**src/design/pfe_pkg.sv**
```systemverilog
// ----------------------------------------------------------------------------
// Postfix evaluator package
// Shared sizes, character and status codes, and controller interface types.
// ----------------------------------------------------------------------------
package pfe_pkg;

    localparam int STACK_DEPTH = 32;
    localparam int DATA_W      = 32;
    localparam int SYM_W       = 8;
    localparam int STATUS_W    = 3;
    localparam int CNT_W       = $clog2(STACK_DEPTH + 1);
    localparam int PTR_W       = $clog2(STACK_DEPTH);
    localparam int DIV_CNT_W   = $clog2(DATA_W);

    localparam logic [SYM_W-1:0] SYM_PLUS  = 8'h2B;
    localparam logic [SYM_W-1:0] SYM_MINUS = 8'h2D;
    localparam logic [SYM_W-1:0] SYM_MUL   = 8'h2A;
    localparam logic [SYM_W-1:0] SYM_DIV   = 8'h2F;
    localparam logic [SYM_W-1:0] SYM_ZERO  = 8'h30;
    localparam logic [SYM_W-1:0] SYM_NINE  = 8'h39;

    localparam logic [STATUS_W-1:0] ST_OK        = 3'd0;
    localparam logic [STATUS_W-1:0] ST_OVERFLOW  = 3'd1;
    localparam logic [STATUS_W-1:0] ST_UNDERFLOW = 3'd2;
    localparam logic [STATUS_W-1:0] ST_DIVZERO   = 3'd3;
    localparam logic [STATUS_W-1:0] ST_EMPTY     = 3'd4;

    typedef struct packed {
        logic                load_item;
        logic                push;
        logic                alu_pop;
        logic                zero_pop;
        logic                div_start;
        logic                div_pop;
        logic                note_err;
        logic [STATUS_W-1:0] err_code;
        logic                emit;
    } pfe_cmd_t;

    typedef struct packed {
        logic is_digit;
        logic is_op;
        logic is_div;
        logic full;
        logic lt2;
        logic right_zero;
        logic div_done;
        logic last;
        logic out_busy;
    } pfe_stat_t;

endpackage

```
**src/design/pfe_divider.sv**
```systemverilog
// ----------------------------------------------------------------------------
// Postfix evaluator divider
// Signed 32-bit division truncating toward zero, one quotient bit per cycle.
// ----------------------------------------------------------------------------
module pfe_divider
    import pfe_pkg::*;
(
    input  logic              clk,
    input  logic              rst_n,
    input  logic              start,
    input  logic [DATA_W-1:0] dividend,
    input  logic [DATA_W-1:0] divisor,
    output logic              done,
    output logic [DATA_W-1:0] quotient
);

    logic                 busy_reg;
    logic                 done_reg;
    logic [DIV_CNT_W-1:0] cnt_reg;
    logic                 neg_reg;
    logic [DATA_W:0]      rem_reg;
    logic [DATA_W-1:0]    quo_reg;
    logic [DATA_W-1:0]    mag_b_reg;

    logic [DATA_W:0]      rem_shift;
    logic [DATA_W:0]      diff;
    logic [DATA_W-1:0]    mag_a;
    logic [DATA_W-1:0]    mag_b;

    assign mag_a     = dividend[DATA_W-1] ? (~dividend + DATA_W'(1)) : dividend;
    assign mag_b     = divisor[DATA_W-1] ? (~divisor + DATA_W'(1)) : divisor;
    assign rem_shift = {rem_reg[DATA_W-1:0], quo_reg[DATA_W-1]};
    assign diff      = rem_shift - {1'b0, mag_b_reg};

    always_ff @(posedge clk or negedge rst_n)
    begin
        if (!rst_n)
        begin
            busy_reg <= 1'b0;
            done_reg <= 1'b0;
            cnt_reg  <= '0;
        end
        else
        begin
            done_reg <= 1'b0;
            if (start)
            begin
                busy_reg <= 1'b1;
                cnt_reg  <= '0;
            end
            else if (busy_reg)
            begin
                cnt_reg <= cnt_reg + DIV_CNT_W'(1);
                if (cnt_reg == DIV_CNT_W'(DATA_W - 1))
                begin
                    busy_reg <= 1'b0;
                    done_reg <= 1'b1;
                end
            end
        end
    end

    // The dividend magnitude shifts out of the quotient register as the
    // quotient bits shift in.
    always_ff @(posedge clk)
    begin
        if (start)
        begin
            neg_reg   <= dividend[DATA_W-1] ^ divisor[DATA_W-1];
            rem_reg   <= '0;
            quo_reg   <= mag_a;
            mag_b_reg <= mag_b;
        end
        else if (busy_reg)
        begin
            if (!diff[DATA_W])
            begin
                rem_reg <= diff;
                quo_reg <= {quo_reg[DATA_W-2:0], 1'b1};
            end
            else
            begin
                rem_reg <= rem_shift;
                quo_reg <= {quo_reg[DATA_W-2:0], 1'b0};
            end
        end
    end

    assign done     = done_reg;
    assign quotient = neg_reg ? (~quo_reg + DATA_W'(1)) : quo_reg;

endmodule

```
**src/design/pfe_datapath.sv**
```systemverilog
// ----------------------------------------------------------------------------
// Postfix evaluator datapath
// Operand stack, arithmetic unit, error tracking and the result register.
// ----------------------------------------------------------------------------
module pfe_datapath
    import pfe_pkg::*;
(
    input  logic                clk,
    input  logic                rst_n,
    input  pfe_cmd_t            cmd,
    output pfe_stat_t           stat,
    input  logic [SYM_W-1:0]    symbol,
    input  logic                last_symbol,
    output logic                result_valid,
    input  logic                result_ready,
    output logic [DATA_W-1:0]   value,
    output logic [STATUS_W-1:0] status
);

    // The top of stack lives in top_reg; entries below it live in stack_mem.
    logic [DATA_W-1:0]   stack_mem [STACK_DEPTH];
    logic [DATA_W-1:0]   rd_data_reg;
    logic [DATA_W-1:0]   top_reg;
    logic [CNT_W-1:0]    count_reg;
    logic [STATUS_W-1:0] sticky_reg;
    logic [SYM_W-1:0]    sym_reg;
    logic                last_reg;
    logic                result_valid_reg;
    logic [DATA_W-1:0]   value_reg;
    logic [STATUS_W-1:0] status_reg;

    logic [PTR_W-1:0]    rd_addr;
    logic [PTR_W-1:0]    wr_addr;
    logic                mem_we;
    logic [SYM_W-1:0]    sym_off;
    logic [DATA_W-1:0]   alu_result;
    logic [DATA_W-1:0]   quotient;
    logic                div_done;
    logic [STATUS_W-1:0] final_status;

    assign rd_addr = PTR_W'(count_reg - CNT_W'(2));
    assign wr_addr = PTR_W'(count_reg - CNT_W'(1));
    assign mem_we  = cmd.push && (count_reg != '0);
    assign sym_off = sym_reg - SYM_ZERO;

    always_ff @(posedge clk)
    begin
        if (mem_we)
        begin
            stack_mem[wr_addr] <= top_reg;
        end
        if (cmd.load_item)
        begin
            rd_data_reg <= stack_mem[rd_addr];
        end
    end

    always_comb
    begin
        case (sym_reg)
            SYM_PLUS:  alu_result = rd_data_reg + top_reg;
            SYM_MINUS: alu_result = rd_data_reg - top_reg;
            default:   alu_result = rd_data_reg * top_reg;
        endcase
    end

    pfe_divider u_divider (
        .clk      (clk),
        .rst_n    (rst_n),
        .start    (cmd.div_start),
        .dividend (rd_data_reg),
        .divisor  (top_reg),
        .done     (div_done),
        .quotient (quotient)
    );

    always_comb
    begin
        if (sticky_reg != ST_OK)
        begin
            final_status = sticky_reg;
        end
        else if (count_reg == '0)
        begin
            final_status = ST_EMPTY;
        end
        else
        begin
            final_status = ST_OK;
        end
    end

    always_ff @(posedge clk)
    begin
        if (cmd.load_item)
        begin
            sym_reg  <= symbol;
            last_reg <= last_symbol;
        end
        if (cmd.push)
        begin
            top_reg <= DATA_W'(sym_off[3:0]);
        end
        else if (cmd.alu_pop)
        begin
            top_reg <= alu_result;
        end
        else if (cmd.zero_pop)
        begin
            top_reg <= '0;
        end
        else if (cmd.div_pop)
        begin
            top_reg <= quotient;
        end
        if (cmd.emit)
        begin
            value_reg  <= (count_reg != '0) ? top_reg : '0;
            status_reg <= final_status;
        end
    end

    always_ff @(posedge clk or negedge rst_n)
    begin
        if (!rst_n)
        begin
            count_reg        <= '0;
            sticky_reg       <= ST_OK;
            result_valid_reg <= 1'b0;
        end
        else
        begin
            if (cmd.emit)
            begin
                count_reg  <= '0;
                sticky_reg <= ST_OK;
            end
            else
            begin
                if (cmd.push)
                begin
                    count_reg <= count_reg + CNT_W'(1);
                end
                else if (cmd.alu_pop || cmd.zero_pop || cmd.div_pop)
                begin
                    count_reg <= count_reg - CNT_W'(1);
                end
                if (cmd.note_err && (sticky_reg == ST_OK))
                begin
                    sticky_reg <= cmd.err_code;
                end
            end

            if (cmd.emit)
            begin
                result_valid_reg <= 1'b1;
            end
            else if (result_ready)
            begin
                result_valid_reg <= 1'b0;
            end
        end
    end

    assign stat.is_digit   = (sym_reg >= SYM_ZERO) && (sym_reg <= SYM_NINE);
    assign stat.is_op      = (sym_reg == SYM_PLUS) || (sym_reg == SYM_MINUS) ||
                             (sym_reg == SYM_MUL) || (sym_reg == SYM_DIV);
    assign stat.is_div     = (sym_reg == SYM_DIV);
    assign stat.full       = (count_reg == CNT_W'(STACK_DEPTH));
    assign stat.lt2        = (count_reg < CNT_W'(2));
    assign stat.right_zero = (top_reg == '0);
    assign stat.div_done   = div_done;
    assign stat.last       = last_reg;
    assign stat.out_busy   = result_valid_reg && !result_ready;

    assign result_valid = result_valid_reg;
    assign value        = value_reg;
    assign status       = status_reg;

endmodule

```
**src/design/pfe_ctrl.sv**
```systemverilog
// ----------------------------------------------------------------------------
// Postfix evaluator controller
// Sequences accept, execute and finish steps for each character, with a divide step for a division.
// ----------------------------------------------------------------------------
module pfe_ctrl
    import pfe_pkg::*;
(
    input  logic      clk,
    input  logic      rst_n,
    input  logic      item_valid,
    output logic      item_ready,
    input  pfe_stat_t stat,
    output pfe_cmd_t  cmd
);

    localparam logic [1:0] S_IDLE = 2'd0;
    localparam logic [1:0] S_EXEC = 2'd1;
    localparam logic [1:0] S_DIV  = 2'd2;
    localparam logic [1:0] S_FIN  = 2'd3;

    logic [1:0] state_reg;
    logic [1:0] state_next;

    always_ff @(posedge clk or negedge rst_n)
    begin
        if (!rst_n)
        begin
            state_reg <= S_IDLE;
        end
        else
        begin
            state_reg <= state_next;
        end
    end

    always_comb
    begin
        state_next = state_reg;
        cmd        = '0;
        cmd.err_code = ST_OK;
        unique case (state_reg)
            S_IDLE:
            begin
                if (item_valid)
                begin
                    cmd.load_item = 1'b1;
                    state_next    = S_EXEC;
                end
            end
            S_EXEC:
            begin
                state_next = S_FIN;
                if (stat.is_digit)
                begin
                    if (stat.full)
                    begin
                        cmd.note_err = 1'b1;
                        cmd.err_code = ST_OVERFLOW;
                    end
                    else
                    begin
                        cmd.push = 1'b1;
                    end
                end
                else if (stat.is_op)
                begin
                    if (stat.lt2)
                    begin
                        cmd.note_err = 1'b1;
                        cmd.err_code = ST_UNDERFLOW;
                    end
                    else if (stat.is_div)
                    begin
                        if (stat.right_zero)
                        begin
                            cmd.note_err = 1'b1;
                            cmd.err_code = ST_DIVZERO;
                            cmd.zero_pop = 1'b1;
                        end
                        else
                        begin
                            cmd.div_start = 1'b1;
                            state_next    = S_DIV;
                        end
                    end
                    else
                    begin
                        cmd.alu_pop = 1'b1;
                    end
                end
            end
            S_DIV:
            begin
                if (stat.div_done)
                begin
                    cmd.div_pop = 1'b1;
                    state_next  = S_FIN;
                end
            end
            S_FIN:
            begin
                // A result waits here until the output register is free.
                if (!stat.last)
                begin
                    state_next = S_IDLE;
                end
                else if (!stat.out_busy)
                begin
                    cmd.emit   = 1'b1;
                    state_next = S_IDLE;
                end
            end
            default:
            begin
                state_next = S_IDLE;
            end
        endcase
    end

    assign item_ready = (state_reg == S_IDLE);

endmodule

```
**src/design/postfix_expression_evaluator_core.sv**
```systemverilog
// ----------------------------------------------------------------------------
// Postfix expression evaluator
// Evaluates a postfix expression given one ASCII character per transfer.
// ----------------------------------------------------------------------------
// Each character passes through accept, execute and finish steps before the
// next one is taken; a division adds a divide step after execute, in which
// the divider produces one quotient bit per cycle. A character marked last
// loads the result register and may wait in the finish step while an earlier
// result is still untaken. Digits push onto a 32-entry operand stack, + - * /
// pop two operands and push the 32-bit wrapped result, and the last character
// returns the top of stack with the first error seen, then empties the stack.

module postfix_expression_evaluator_core
    import pfe_pkg::*;
(
    input  logic                clk,
    input  logic                rst_n,
    input  logic                item_valid,
    output logic                item_ready,
    input  logic [SYM_W-1:0]    symbol,
    input  logic                last_symbol,
    output logic                result_valid,
    input  logic                result_ready,
    output logic [DATA_W-1:0]   value,
    output logic [STATUS_W-1:0] status
);

    pfe_cmd_t  cmd;
    pfe_stat_t stat;

    pfe_ctrl u_ctrl (
        .clk        (clk),
        .rst_n      (rst_n),
        .item_valid (item_valid),
        .item_ready (item_ready),
        .stat       (stat),
        .cmd        (cmd)
    );

    pfe_datapath u_datapath (
        .clk          (clk),
        .rst_n        (rst_n),
        .cmd          (cmd),
        .stat         (stat),
        .symbol       (symbol),
        .last_symbol  (last_symbol),
        .result_valid (result_valid),
        .result_ready (result_ready),
        .value        (value),
        .status       (status)
    );

endmodule

```
**config.mk**
```make
export PLATFORM = sky130hd
export DESIGN_NAME = postfix_expression_evaluator_core
export DESIGN_NICKNAME = d
export VERILOG_FILES = /design/src/design/pfe_pkg.sv /design/src/design/pfe_divider.sv /design/src/design/pfe_datapath.sv /design/src/design/pfe_ctrl.sv /design/src/design/postfix_expression_evaluator_core.sv
export SDC_FILE = /design/constraint.sdc
export NUM_CORES = 2
export LEC_CHECK = 0
export BUFFER_PORTS_ARGS = -buffer_cell sky130_fd_sc_hd__buf_2
export CAP_MARGIN = 0
export CELL_PAD_IN_SITES_DETAIL_PLACEMENT = 0
export CELL_PAD_IN_SITES_GLOBAL_PLACEMENT = 1
export CORE_UTILIZATION = 50
export CTS_CLUSTER_SIZE = 30
export DETAILED_ROUTE_END_ITERATION = 10
export GPL_TIMING_DRIVEN = 0
export PLACE_DENSITY = 0.77
export SLEW_MARGIN = 5
export SYNTH_ARGS = -nofsm -noshare
export SYNTH_HDL_FRONTEND = slang
export SYNTH_SLANG_ARGS = --single-unit
```
**constraint.sdc**
```tcl
create_clock -name clk -period 9.9 [get_ports clk]
set_input_delay 2.475 -clock clk [delete_from_list [all_inputs] [get_ports clk]]
set_output_delay 2.475 -clock clk [all_outputs]
set_load 0.03 [all_outputs]
```
# == After elaboration in Yosys (flattened, before gate mapping) ==
# Memories as Yosys holds them, arrays and structs flattened. A register that Yosys moved wholly into a read port is not among the register bits.
# Cells that the tools add are included.
# classes
add_sub_neg,11
n_mul,1
magnitude_cmp,3
eq_ne,12
n_mux,65
n_bitwise,4
n_reduce_logical,23
# ops
op,n
two-way mux 32 bit,8
"adder 32 x 1 -> 32 bit, second input constant",3
inverter 32 bit,3
one-hot mux 32 bit (2 select lines),1
two-way mux 4 bit,9
subtractor 33 x 32 -> 33 bit,1
adder 32 bit,1
"equality test 8 x 6 -> 1 bit, second input constant",4
logical NOT 32 bit,1
multiplier 32 x 32 -> 32 bit,1
subtractor 32 bit,1
two-way mux 31 bit,1
two-way mux 1 bit,24
two-way mux 3 bit,7
two-way mux 2 bit,9
two-way mux 6 bit,3
two-way mux 5 bit,2
nonzero test 3 bit,3
">= comparator 8 x 6 -> 1 bit, second input constant",1
"<= comparator 8 x 6 -> 1 bit, second input constant",1
one-hot mux 2 bit (4 select lines),1
"adder 6 x 1 -> 6 bit, second input constant",1
"equality test 6 bit, second input constant",1
logical NOT 6 bit,1
other kinds (21),31
# word_totals
ff_bits,192
ram_bits,1024
out_inout_bits,37
memories,1
# mem_list
memory,words,width,rd,rd_ports_with_merged_regs,wr,line_no,text
u_datapath.stack_mem,32,32,1,1,1,pfe_datapath.sv:21,logic [DATA_W-1:0] stack_mem [STACK_DEPTH];

# == Longest topological paths before layout ==
# logic_depth
word_depth,12
ltp_mapped,28

# == Hierarchy ==
# A second synthesis with hierarchy kept.
# hier_totals
cells_unflattened,4937
hier_area_um2,69903.3
# modules_own_cells
module,instances,cells_each,area_each_um2,seq_area_each_um2
pfe_datapath,1,4014,61871.8,33962.6
pfe_divider,1,881,7718.7,2767.7
pfe_ctrl,1,42,312.8,50.0

# == Worst setup path before layout ==
# Ideal clock, no wire load.
# synth_timing
path_type,register to register
startpoint,reg u_datapath.top_reg[8]
endpoint,reg u_datapath.top_reg[31]
setup_ps,117
arrival_time_ps,7648
t_required_ps,9783
path_slack_ps,2134
path_stages_with_launch,27
n_path_buf,2
synth_period_minus_slack_ps,7766
cell_sequence,dfxtp_1 clkbuf_1 buf_1 nand2_1 fa_1 inv_1 fa_1 fa_1 inv_1 fa_1 inv_1 fa_1 inv_1 fa_1 inv_1 fa_1 fa_1 ha_1 a21oi_1 inv_1 a2111oi_0 a2111oi_0 nor3_1 o31ai_1 xnor2_1 mux2i_1 a32o_1
# synth_via
elab_chain_cells,9
elab_cells_between_ends,14
classes_between,2 x add/sub; 1 x mul; 9 x mux; 2 x reduce/logical
# synth_rtl
item,line_no,text
"start, declared",pfe_datapath.sv:23,logic [DATA_W-1:0] top_reg;
"start signal, assigned",pfe_datapath.sv:102,top_reg <= DATA_W'(sym_off[3:0]);
"start signal, assigned",pfe_datapath.sv:106,top_reg <= alu_result;
"start signal, assigned",pfe_datapath.sv:114,top_reg <= quotient;
branches (longest 9 deep; another with multiplier 32 x 32 -> 32 bit),-,
# Parallel ways; which one is timed is not known.
# A chain may end at the register's enable or synchronous reset.

# == Worst setup path after layout ==
# layout_timing
startpoint,reg u_datapath.top_reg[1]
endpoint,reg u_datapath.top_reg[30]
# The elaborated chain is that of the path after synthesis.

==> metrics.log <==
[metrics] outcome: finished, violations left
[metrics] violated checks: max-capacitance violations, negative setup slack
[metrics] setup TNS after final layout: -78.34 ps
[metrics] sequential-to-total area share from yosys stat: a little over half
[metrics] routed wirelength normalized by instance count: between 20 and 30 um
[metrics] library cell appearing most often on the critical path: sky130_fd_sc_hd__fa_1
[metrics] hold-fix buffer count after cts: 0
[metrics] clock latency on the worst-skew pair: 780 ps
[metrics] highest-delay cell along the critical path: sky130_fd_sc_hd__edfxtp_1
[metrics] total wire length: 204800 um
[metrics] register bit count reported by yosys: between 1000 and 1500
[metrics] netlist area before placement: 69140 um^2
[metrics] gpl congestion: 0.9472
[metrics] synthesized-area fraction occupied by xor and xnor cells: 3.459%
[metrics] most area-consuming cells after synthesis: sky130_fd_sc_hd__edfxtp_1 (51%), sky130_fd_sc_hd__fa_1 (12%), sky130_fd_sc_hd__mux4_2 (10%)
[metrics] register with the most flip-flops: u_datapath.stack_mem
[metrics] worst-case vdd ir drop: between 200 and 250 uV
[metrics] number of enable flip-flop cells after synthesis: 1169
[metrics] width of the die: 373.8 um
[metrics] initial detailed-routing violation count: 4715
[metrics] least setup slack across all paths after layout: -78.34 ps
[metrics] antenna violations before repair: 13
[metrics] total leakage power: 28.24 nW
[metrics] Max Cap Violations: 1
[metrics] Die Footprint: 139800 um^2
[metrics] endpoint of the worst hold-timing path: u_datapath.u_divider.rem_reg[27]$_SDFFE_PP0P_
[metrics] path depth of the worst reg2reg path: 24
[metrics] worst hold path class: reg2reg
[metrics] main combinational cell family by area after synthesis: adder cells
[metrics] critical path required time: 10490 ps
[metrics] power density over the cells: approximately 200 nW/um^2
[metrics] count of cell types in the netlist: 76
[metrics] worst flop-to-flop path startpoint: u_datapath.top_reg[1]$_DFFE_PP_
[metrics] compound-gate portion of the synthesized area: 4.689%
[metrics] via count of the first global-routing pass: around 43000
[metrics] cell breakdown of the critical path: clkbuf_1 -> clkbuf_1 -> nand2_1 -> fa_1 -> fa_1 -> fa_1 -> inv_1 -> fa_1 -> inv_1 -> fa_1 -> inv_1 -> fa_1 -> fa_1 -> ha_1 -> inv_1 -> nor2_1 -> a22oi_1 -> o21ai_0 -> o41ai_1 -> o21ai_0 -> a41oi_1 -> a21oi_1 -> xnor2_1 -> o22ai_1
[metrics] top achievable clock speed: 100.2 MHz
[metrics] number of clock sinks: roughly 1200
[metrics] post-synthesis area per instance: about 14 um^2
[metrics] Slowest Stage Delay on Critical Path: 880 ps
[metrics] worst reg2reg endpoint: u_datapath.top_reg[30]$_SDFFE_PP0P_
[metrics] transition time at the pin with the least slew margin: 1478 ps
[metrics] number of remaining DRC errors: 0
[metrics] total CTS buffers: ~120
[metrics] TritonCTS clock tree: yes
[metrics] largest net degree at the start of global routing: 48
[metrics] effective utilization at floorplan: between 50 and 60%
[metrics] Final Max Tran Viols: 0
[metrics] setup repair after global routing missed its margin: true
[metrics] Routed Antenna Nets: 0
[metrics] share of post-route cells with drive strength above 1: between 10 and 15%
[metrics] number of placement rows: about 140
[metrics] post-synthesis share of cell area spent on full adders, half adders and majority gates: approximately 16%
[metrics] worst setup path category: reg2reg
[metrics] setup slack, reg-to-reg: -80 ps
[metrics] commonest register cell after synthesis: sky130_fd_sc_hd__edfxtp_1
[metrics] clock-pin slew of the registers on the worst-case setup and hold paths: roughly 60 ps
[metrics] number of hold violations in the final report: 0
[metrics] number of warnings printed during yosys synthesis: 0
[metrics] total via count in the routed design: 41900
[metrics] Placement Setup Slack: -779.0 ps
[metrics] minimum clock period: 9978 ps
[metrics] core area: 137300 um^2
[metrics] CTS Root Cell: sky130_fd_sc_hd__clkbuf_16
[metrics] number of stages on the worst hold path: 2
[metrics] number of vias per cell after detailed routing: 6.046
[metrics] type of element capturing the critical path: flop
[metrics] post-synthesis mux area share: 11.46%
[metrics] max FFs per register: ~1000
[metrics] hold_ws: 488.5 ps
[metrics] simple-gate area share of the yosys netlist: 7.760%
[metrics] dpl hpwl: 148000 um
[metrics] most common cell in the synthesized netlist: sky130_fd_sc_hd__edfxtp_1
[metrics] Worst slew margin: 0.7785%
[metrics] Ports: 50
[metrics] total power draw: 15.37 mW
[metrics] post-synthesis cell type with the largest combined area: sky130_fd_sc_hd__edfxtp_1
[metrics] start point of the worst min-delay path: u_datapath.u_divider.rem_reg[27]$_SDFFE_PP0P_
[metrics] number of buffers inserted by port buffering: a little under 50
[metrics] fraction of synthesis flops using an asynchronous set or reset pin: 1.443%
[metrics] CP Data Arrival Time: 10560 ps
[metrics] area added between synthesis and finish: 10.77%
[metrics] wire length of the first global-routing pass: 295800 um
[metrics] number of levels the H-tree was split into: 3
[metrics] peak fanout along the critical path: 10
[metrics] Clock Path Buffers: 3
[metrics] total global routing track utilization: 29.56%
[metrics] total gr overflow: 0
[metrics] Die Ht: 373.8 um
[metrics] length of the first detailed-routing pass in iterations: 6
[metrics] Mapped Cells: slightly below 5000
[metrics] most common library cells after synthesis: sky130_fd_sc_hd__edfxtp_1 (1169), sky130_fd_sc_hd__inv_1 (439), sky130_fd_sc_hd__fa_1 (410)
[metrics] setup violators final: 1
[metrics] Critical Path Start Type: flop
[metrics] worst setup skew after layout: 84.98 ps
[metrics] Synth top area share: between 50% and 60%
[metrics] crit share post-route: 100.8%
[metrics] syn nets: 5444
[metrics] number of nets in the finished design: 5664
repair_timing:
action,in CTS,in global routing
resized for setup,11,17
pin swaps,0,0
setup endpoints to repair,11,4
buffers inserted,1,0
critical path: cells and delay by family, from the launching register on:
kind,cells,cell delay [ps]
DFF,1,880
adders and majority gates,8,3970
buffers and inverters,6,1820
and+or+nand+nor,2,240
xor gates and xnor gates,1,530
AOI/OAI and AO/OA,7,2350
power by group:
group | switching (mW) | total (mW) | internal [mW]
Combinational | 2.85 | 4.94 | 2.09
Sequential | 0.132 | 5.95 | 5.82
Clock | 2.03 | 4.48 | 2.45
Total | 5.01 | 15.4 | 10.4
cells in the final DEF, fill, tap and decap left out, types with 15 or more instances in the layout:
master | netlist | final
sky130_fd_sc_hd__edfxtp_1 | 1169 | 1169
sky130_fd_sc_hd__inv_1 | 439 | 439
sky130_fd_sc_hd__fa_1 | 410 | 410
sky130_fd_sc_hd__nand2_1 | 378 | 377
sky130_fd_sc_hd__mux4_2 | 320 | 320
sky130_fd_sc_hd__and2_1 | 328 | 312
sky130_fd_sc_hd__clkbuf_1 | 234 | 237
sky130_fd_sc_hd__ha_1 | 204 | 204
sky130_fd_sc_hd__o21ai_0 | 176 | 176
sky130_fd_sc_hd__xnor2_1 | 167 | 167
sky130_fd_sc_hd__nor2_1 | 139 | 129
sky130_fd_sc_hd__a21oi_1 | 125 | 125
sky130_fd_sc_hd__clkbuf_16 | 0 | 119
sky130_fd_sc_hd__xor2_1 | 106 | 105
sky130_fd_sc_hd__buf_2 | 11 | 60
sky130_fd_sc_hd__nor2b_1 | 49 | 48
sky130_fd_sc_hd__dfxtp_1 | 60 | 37
sky130_fd_sc_hd__o31ai_1 | 35 | 35
sky130_fd_sc_hd__mux2_2 | 34 | 34
sky130_fd_sc_hd__a21o_1 | 34 | 34
sky130_fd_sc_hd__mux2i_1 | 33 | 33
sky130_fd_sc_hd__buf_12 | 0 | 33
sky130_fd_sc_hd__buf_1 | 30 | 30
sky130_fd_sc_hd__nand3_1 | 27 | 27
sky130_fd_sc_hd__nor3_1 | 25 | 24
sky130_fd_sc_hd__or3_1 | 23 | 23
sky130_fd_sc_hd__dfxtp_2 | 0 | 23
sky130_fd_sc_hd__nand2b_1 | 22 | 22
sky130_fd_sc_hd__clkinv_1 | 0 | 22
sky130_fd_sc_hd__clkinv_2 | 0 | 21
sky130_fd_sc_hd__o211ai_1 | 20 | 20
sky130_fd_sc_hd__a211oi_1 | 18 | 18
sky130_fd_sc_hd__dfrtp_1 | 18 | 18
sky130_fd_sc_hd__and2_2 | 0 | 16
sky130_fd_sc_hd__o41ai_1 | 15 | 15
sky130_fd_sc_hd__a31oi_1 | 15 | 15
sky130_fd_sc_hd__buf_4 | 1 | 15
metal layers:
layer	global-route usage (%)	part of all wire (%)	routed length [um]	up-vias
li1	-	-	-	17700
met1	39.50	38	78600	21650
met2	47.76	48	97870	2101
met3	4.937	8.8	18110	446
met4	13.26	5.0	10200	2
met5	0	0.0063	13	-
cell families (layout without fill, tap and decap cells):
logic type / count (synthesis) / after routing
DFF: 1247 / 1247
adders and majority gates: 614 / 614
muxes: 387 / 387
xor gates and xnor gates: 273 / 273
AOI/OAI and AO/OA: 519 / 519
and+or+nand+nor: 1062 / 1062
buffers and inverters: 715 / 1030
other: 0 / 4
worst max-delay path by stage:
stage	end	from	cells after the start	slack, ps
3_3_place_gp	u_datapath.stack_mem[11][22]$_DFFE_PP_	u_datapath.count_reg[0]$_DFFE_PN0P_	13	-3230
4_1_cts	u_datapath.top_reg[30]$_SDFFE_PP0P_	u_datapath.rd_data_reg[7]$_DFFE_PP_	25	50
3_5_place_dp	u_datapath.top_reg[30]$_SDFFE_PP0P_	u_datapath.top_reg[7]$_SDFFE_PP0P_	25	-780
6_report	u_datapath.top_reg[30]$_SDFFE_PP0P_	u_datapath.top_reg[1]$_DFFE_PP_	24	-80
5_1_grt	u_datapath.top_reg[30]$_SDFFE_PP0P_	u_datapath.rd_data_reg[15]$_DFFE_PP_	26	-140
2_1_floorplan	u_datapath.top_reg[31]$_SDFFE_PP0P_	u_datapath.top_reg[8]$_SDFFE_PP0P_	26	2130
stage by stage:
step / std cells / utilization (%) / instance area, um^2
3_5_place_dp: 6716 / 52.97 / 72740
6_report: 6930 / 55.77 / 76580
4_1_cts: 6929 / 55.76 / 76570
2_1_floorplan: 4817 / - / 69140
3_3_place_gp: 6660 / 52.16 / 71620
5_1_grt: 6926 / 55.76 / 76570
area by class of cell:
class | count | area (um^2)
Fill cell | 11050 | 60740
Sequential cell | 1247 | 36780
Multi-Input combinational cell | 2855 | 29810
Clock buffer | 141 | 3060
Tap cell | 1794 | 2245
Inverter | 439 | 1648
Timing Repair Buffer | 106 | 1225
Buffer | 270 | 1047
Clock inverter | 74 | 753.2
Antenna cell | 4 | 10.01
Power figures use the tool's default switching activity.
